==> config.mk <==
export PLATFORM = sky130hd
export DESIGN_NAME = rti_divider
export DESIGN_NICKNAME = d
export VERILOG_FILES = /design/src/rtl/rti_pkg.sv /design/src/rtl/rti_divider.sv
export SDC_FILE = /design/constraint.sdc
export NUM_CORES = 2
export LEC_CHECK = 0
export BUFFER_PORTS_ARGS = -buffer_cell sky130_fd_sc_hd__buf_2
export CORE_ASPECT_RATIO = 1.1
export CORE_MARGIN = 2
export CORE_UTILIZATION = 35
export CTS_CLUSTER_SIZE = 25
export DETAILED_ROUTE_END_ITERATION = 16
export PLACE_DENSITY_LB_ADDON = 0.08
export SYNTH_ARGS = -nofsm -noshare
export SYNTH_HDL_FRONTEND = slang
export SYNTH_MEMORY_MAX_BITS = 65536
export SYNTH_SLANG_ARGS = --single-unit
==> constraint.sdc <==
create_clock -name clk -period 4.85 [get_ports clk]
set_input_delay 0.485 -clock clk [delete_from_list [all_inputs] [get_ports clk]]
set_output_delay 0.485 -clock clk [all_outputs]
set_load 0.01 [all_outputs]
==> src/rtl/rti_pkg.sv <==
package rti_pkg;

  localparam int COORD_WIDTH_DEF = 16;
  localparam int DIST_WIDTH      = 32;
  localparam int FRAC_BITS       = 16;
  localparam int NUM_REGS        = 4;
  localparam int CFG_AWIDTH      = 5;
  localparam int CFG_DWIDTH      = 64;

  // Register byte addresses (8-byte stride)
  localparam logic [CFG_AWIDTH-1:0] ADDR_VERTEX_A     = 5'd0;
  localparam logic [CFG_AWIDTH-1:0] ADDR_VERTEX_B     = 5'd8;
  localparam logic [CFG_AWIDTH-1:0] ADDR_VERTEX_C     = 5'd16;
  localparam logic [CFG_AWIDTH-1:0] ADDR_PLANE_NORMAL = 5'd24;

  typedef enum logic [1:0] {
    CAUSE_HIT      = 2'd0,
    CAUSE_PARALLEL = 2'd1,
    CAUSE_BEHIND   = 2'd2,
    CAUSE_OUTSIDE  = 2'd3
  } cause_t;

endpackage

==> src/rtl/rti_divider.sv <==
// Pipelined restoring divider: one quotient bit per stage, saturated to
// DIST_WIDTH bits. Advances when adv is high. Quotient of (n << 16) / d.
module rti_divider #(
  parameter int NW = 34,
  parameter int DW = 33
) (
  input  logic                              clk,
  input  logic                              rst_n,
  input  logic                              adv,
  input  logic                              in_valid,
  input  logic [NW-1:0]                     in_num,
  input  logic [DW-1:0]                     in_den,
  output logic                              out_valid,
  output logic [rti_pkg::DIST_WIDTH-1:0]    out_quot
);
  localparam int QW = rti_pkg::DIST_WIDTH;
  localparam int DV = NW + rti_pkg::FRAC_BITS;  // dividend width
  localparam int RW = DW + 1;

  // Quotient bits above QW imply saturation. Test (n<<16) >= d<<QW up front.
  logic [DV-1:0] dvd;
  logic          sat0;
  assign dvd  = {in_num, {rti_pkg::FRAC_BITS{1'b0}}};
  assign sat0 = ({{(QW){1'b0}}, dvd} >= ({{(DV){1'b0}}, in_den} << QW));

  logic [RW-1:0]   rem_r  [QW+1];
  logic [DV-1:0]   dvd_r  [QW+1];
  logic [DW-1:0]   den_r  [QW+1];
  logic [QW-1:0]   quo_r  [QW+1];
  logic            sat_r  [QW+1];
  logic            vld_r  [QW+1];

  // Stage 0: load; remainder takes the dividend bits above QW (below d unless saturating)
  always_ff @(posedge clk) begin
    if (!rst_n) begin
      vld_r[0] <= 1'b0;
    end else if (adv) begin
      vld_r[0] <= in_valid;
    end
    if (adv) begin
      rem_r[0] <= RW'(dvd >> QW);
      dvd_r[0] <= dvd;
      den_r[0] <= in_den;
      quo_r[0] <= '0;
      sat_r[0] <= sat0;
    end
  end

  // One quotient bit per stage, most significant first
  for (genvar s = 0; s < QW; s++) begin : g_st
    logic [RW:0]   trial;
    logic          ge;
    assign trial = {rem_r[s], dvd_r[s][QW-1-s]};
    assign ge    = trial >= {2'b00, den_r[s]};
    always_ff @(posedge clk) begin
      if (!rst_n) begin
        vld_r[s+1] <= 1'b0;
      end else if (adv) begin
        vld_r[s+1] <= vld_r[s];
      end
      if (adv) begin
        rem_r[s+1] <= ge ? RW'(trial - {2'b00, den_r[s]}) : RW'(trial);
        dvd_r[s+1] <= dvd_r[s];
        den_r[s+1] <= den_r[s];
        quo_r[s+1] <= {quo_r[s][QW-2:0], ge};
        sat_r[s+1] <= sat_r[s];
      end
    end
  end

  assign out_valid = vld_r[QW];
  assign out_quot  = sat_r[QW] ? {QW{1'b1}} : quo_r[QW];
endmodule

Word-level counts from Yosys, hierarchy flattened:

Memories as Yosys holds them, arrays and structs flattened.
Index checks and enable logic that the tools add are counted.

* word-level logic and storage cells: 175
* output and inout bits: 33
* bits of input ports: 71
* RAM bits: 4983
* bits in registers: 0
* memories kept: 6

* add/subtract/negate cells: 32
* bitwise gates (word level): 33
* $lt $le $gt $ge: 33
* muxes and demuxes: 71

Memory list
* dvd_r: words 33, width 50, read ports 32, clocked after memory_dff 0, wr ports 33, RTL line rti_divider.sv:27 `logic [DV-1:0] dvd_r [QW+1];`
* rem_r: words 33, width 34, read ports 32, clocked after memory_dff 0, wr ports 33, RTL line rti_divider.sv:26 `logic [RW-1:0] rem_r [QW+1];`
* den_r: words 33, width 33, read ports 32, clocked after memory_dff 0, wr ports 33, RTL line rti_divider.sv:28 `logic [DW-1:0] den_r [QW+1];`
* quo_r: words 33, width 32, read ports 33, clocked after memory_dff 0, wr ports 33, RTL line rti_divider.sv:29 `logic [QW-1:0] quo_r [QW+1];`
* sat_r: words 33, width 1, read ports 33, clocked after memory_dff 0, wr ports 33, RTL line rti_divider.sv:30 `logic sat_r [QW+1];`
* vld_r: words 33, width 1, read ports 33, clocked after memory_dff 0, wr ports 33, RTL line rti_divider.sv:31 `logic vld_r [QW+1];`

Operators by type and width (number)
* $ge 35x33->1: 32
* $mux 34: 32
* $sub 34x33->34: 32
* $ge 50x65->1: 1
* $mux 1: 38
* $or 1x1->1: 33
* $mux 32: 1

Depth between registers and ports, before layout:

* word-level depth: 4
* depth in mapped cells: 16

Least setup slack after synthesis:

No wires, ideal clock.

* path kind: reg-to-reg
* start: memory dvd_r[0][374] (netlist name)
* end: memory rem_r[0][304] (netlist name), data pin
* buffers on the path: 0
* path slack: 1263 ps
* stages on the path, launching flop included: 16
* clock period less this slack: 3587 ps
* data arrival time: 3321 ps
* data required time: 4583 ps
* path through: edfxtp_1 > inv_1 > ha_1 > inv_1 > fa_1 > a21o_1 > a221oi_2 > o31ai_1 > a221o_1 > o31a_1 > a41oi_2 > a31oi_1 > a311oi_2 > o21ai_0 > xnor2_1 > o21ai_0

RTL lines (RTL line)
* from (decl): rti_divider.sv:27
* to (decl): rti_divider.sv:26

==> results.yml <==
min_path:
  hp-class: "in2reg"
sta:
  fin_crit_ns: 4.52
  finalMaxSlewViolations: 0
  rsz0062_at_grt: "no"
  fin_crit_sh_pct: 93.2
  finalSetupViolCount: 0
  relSlewSlack_pct: 24.0
  final.setup.tns_ns: 0
  tightest_slew_ns: 1.13
  fmax_mhz: 221
  timing.final.ws_setup_ns: 0.331
  fin_worst_skew_ns: 0.0427
  hold_viol: 0
critical_path:
  cpPeakStageDelay_ns: 0.78
  cp_slowest_cell: "a21oi_4"
  crit_type: "reg2reg"
  cp_common_cell: "o21ai_0"
  worstPathCellList: "ha_1, nor2b_1, o31a_1, o21ai_0, a21oi_1, o31ai_1, a211oi_1, nor2_1, nor3_1, a21oi_4, buf_4, o21ai_0"
  startpoint_type: "flop"
  arrival_ns: 5.19
  cp_max_fo: 38
  critPathRequiredTime_ns: 5.53
  crit_path_end_kind: "flop"
power:
  power_density_mw_per_mm2: 651
  vdd_drop_max_mv: 0.292
  power.total_mw: 112
  power_leakage_nw: 68.6
floorplan:
  start_util_pct: 35.1
  fp.coreArea_mm2: 0.431
  die_area_mm2: 0.438
  fp-row-count: 253
  die_x_um: 631
  fp.dieH_um: 694
  io_pins: 104
synth:
  ys_seq_area_share_pct: 56.6
  synth.distinct_cells: 96
  syn-num-nets: 14300
  synth_cells: 13100
  synth_flop_cell: "edfxtp_1"
  synth_area_leader_cell: "edfxtp_1"
  syn_area_per_cell_um2: 11.5
  syn_area_mm2: 0.152
  synth_area_leaders: "edfxtp_1, ha_1, a21oi_1"
  synth_seq_cells: 2858
  yosys_warnings: 0
  synth_top_area_share_pct: 56.6
  synth-async-reset-ratio_pct: 0
  synth-edff-count: 2857
global_routing:
  overflow: 0
  grt_pass1_vias: 98800
  grt_pass1_wl_um: 593000
  grt_max_degree: 137
  grt_usage_pct: 17.3
  antenna_found_initial: 12
route:
  via_count: 100000
  wirelength_um: 389000
  vias_per_cell: 5.12
  antenna_left: 0
  first_pass_iters: 8
  drc: 0
  drt-initial-drc-count: 7990
  post_drt_wl_per_cell_um: 19.9
clock_tree:
  cts_max_level: 5
  cts_buffer_depth: 4
  postCtsResizedCells: 0
  clock_sinks: 2858
  cts_tree: "done"
  numCtsBuffers: 336
  insertion_delay_ns: 0.96
  clkTransAtPathRegs_ns: 0.06
  cts-root-buf: "clkbuf_16"
job:
  maxCapViolations: 0
final_layout:
  nets: 14700
  drive_gt1_share_pct: 8.14
  final_area_mm2: 0.172
  final_core_util_pct: 39.8
  syn_to_final_growth_pct: 13.5
placement:
  post-place-ws_ns: 0.459
  placed_cell_area_mm2: 0.160
  port_buffers: 103
  place.gp.congestion: 0.905
  dp_hpwl_um: 292000
status:
  status: "finished, final reports clean"
[critical path: cells and delay by family, from the launching register on]
| family | cells | cell delay (ns) |
|---|---|---|
| adders and majority gates | 1 | 0.34 |
| and+or+nand+nor | 3 | 0.50 |
| buffers and inverters | 1 | 0.30 |
| AOI/OAI and AO/OA | 7 | 2.65 |
| DFF | 1 | 0.44 |
[cell usage after synthesis, types with 13 or more instances]
| library cell | number |
|---|---|
| edfxtp_1 | 2857 |
| a21o_1 | 531 |
| mux2_2 | 207 |
| buf_1 | 21 |
| a211o_1 | 30 |
| nand2_1 | 1061 |
| o31ai_1 | 74 |
| nand2b_1 | 164 |
| a41oi_1 | 22 |
| nand3_1 | 191 |
| fa_1 | 31 |
| buf_2 | 38 |
| and4_1 | 34 |
| mux2i_1 | 13 |
| xnor2_1 | 483 |
| a311oi_1 | 16 |
| ha_1 | 1059 |
| o21bai_1 | 141 |
| clkbuf_1 | 221 |
| nor4_1 | 51 |
| a21boi_0 | 25 |
| inv_1 | 1316 |
| o21a_1 | 114 |
| and2_1 | 38 |
| a211oi_1 | 92 |
| xor2_1 | 405 |
| a31oi_1 | 107 |
| or3_1 | 37 |
| and3_1 | 122 |
| nand4_1 | 165 |
| a21oi_1 | 1115 |
| nor3_1 | 159 |
| or2_2 | 56 |
| o31a_1 | 21 |
| o41ai_1 | 16 |
| o21ai_1 | 22 |
| a2111oi_0 | 19 |
| a221oi_1 | 25 |
| nor2_1 | 688 |
| a221o_1 | 26 |
| o21ai_0 | 955 |
| nor2b_1 | 126 |
| o211ai_1 | 45 |
| a31o_2 | 28 |
[cell families (layout without fill, tap and decap cells)]
family,count (synthesis),after routing,synth area share (%)
AOI/OAI and AO/OA,3536,3536,14.3
and+or+nand+nor,2940,2940,9.09
DFF,2858,2858,56.6
buffers and inverters,1607,2292,4.04
adders and majority gates,1090,1090,9.15
xor gates and xnor gates,888,888,5.13
muxes,220,220,1.62
other,0,6,0
[state kept, by name (all words and copies together), names as in the netlist]
signal,count
vld_r,33
sat_r,33
dvd_r,136
den_r,1056
quo_r,528
rem_r,1072
[area by class of cell]
cell class                      count  area (um^2)
Antenna cell                        6         15.0
Clock buffer                      397         8830
Clock inverter                    213         2140
Fill cell                       41000       260000
Inverter                         1319         4950
Multi-Input combinational cell   8674        59800
Sequential cell                  2858        85800
Tap cell                         5737         7180
Timing Repair Buffer              363         3230
[timing repair]
item | CTS | global route
endpoints found under the hold margin | 72 | 0
hold buffers | 70 | 0
buffers inserted | 0 | 0
[layer usage]
layer  track usage (%)  up-vias  part of all wire, %
met2              28.4     2251                   47
met4              4.07        0                  2.2
met5                 0        -                    0
met3              2.33      502                  4.6
li1                  -    49000                    -
met1              24.1    48500                   47
[final timing paths]
| path | depth (start not counted) | slack [ns] | from | to |
|---|---|---|---|---|
| setup / recovery | 12 | 0.33 | rem_r[0][816] | rem_r[0][865] |
| hold / removal | 2 | 0.26 | in_num[16] | rem_r[0][0] |
| setup reg to reg | 12 | 0.33 | rem_r[0][816] | rem_r[0][865] |
| hold reg to reg | 0 | 0.40 | quo_r[5][103] | quo_r[6][8] |
[metrics by stage]
step / std cells / hold slack, ns
after floorplan: 13100 / 0.400
after global placement: 18900 / 0.400
after detailed placement: 18900 / 0.405
after CTS: 19600 / 0.142
after global routing: 19600 / 0.194
final: 19600 / 0.260
[power by group]
part	total (mW)	leakage (nW)	switching, mW	internal, mW
logic	46.6	35.3	26.9	19.7
registers	39.9	27.9	4.03	35.9
clock network	25.4	5.31	10.6	14.9
[placed cells by master, fill, tap and decap left out, types with 191 or more instances in the layout]
cell type	synthesis	layout
edfxtp_1	2857	2857
inv_1	1316	1316
a21oi_1	1115	1112
nand2_1	1061	1060
ha_1	1059	1059
o21ai_0	955	954
nor2_1	688	687
a21o_1	531	529
xnor2_1	483	483
xor2_1	405	405
clkbuf_16	0	345
mux2_2	207	207
nand3_1	191	191
(Power assumes the default switching activity.)
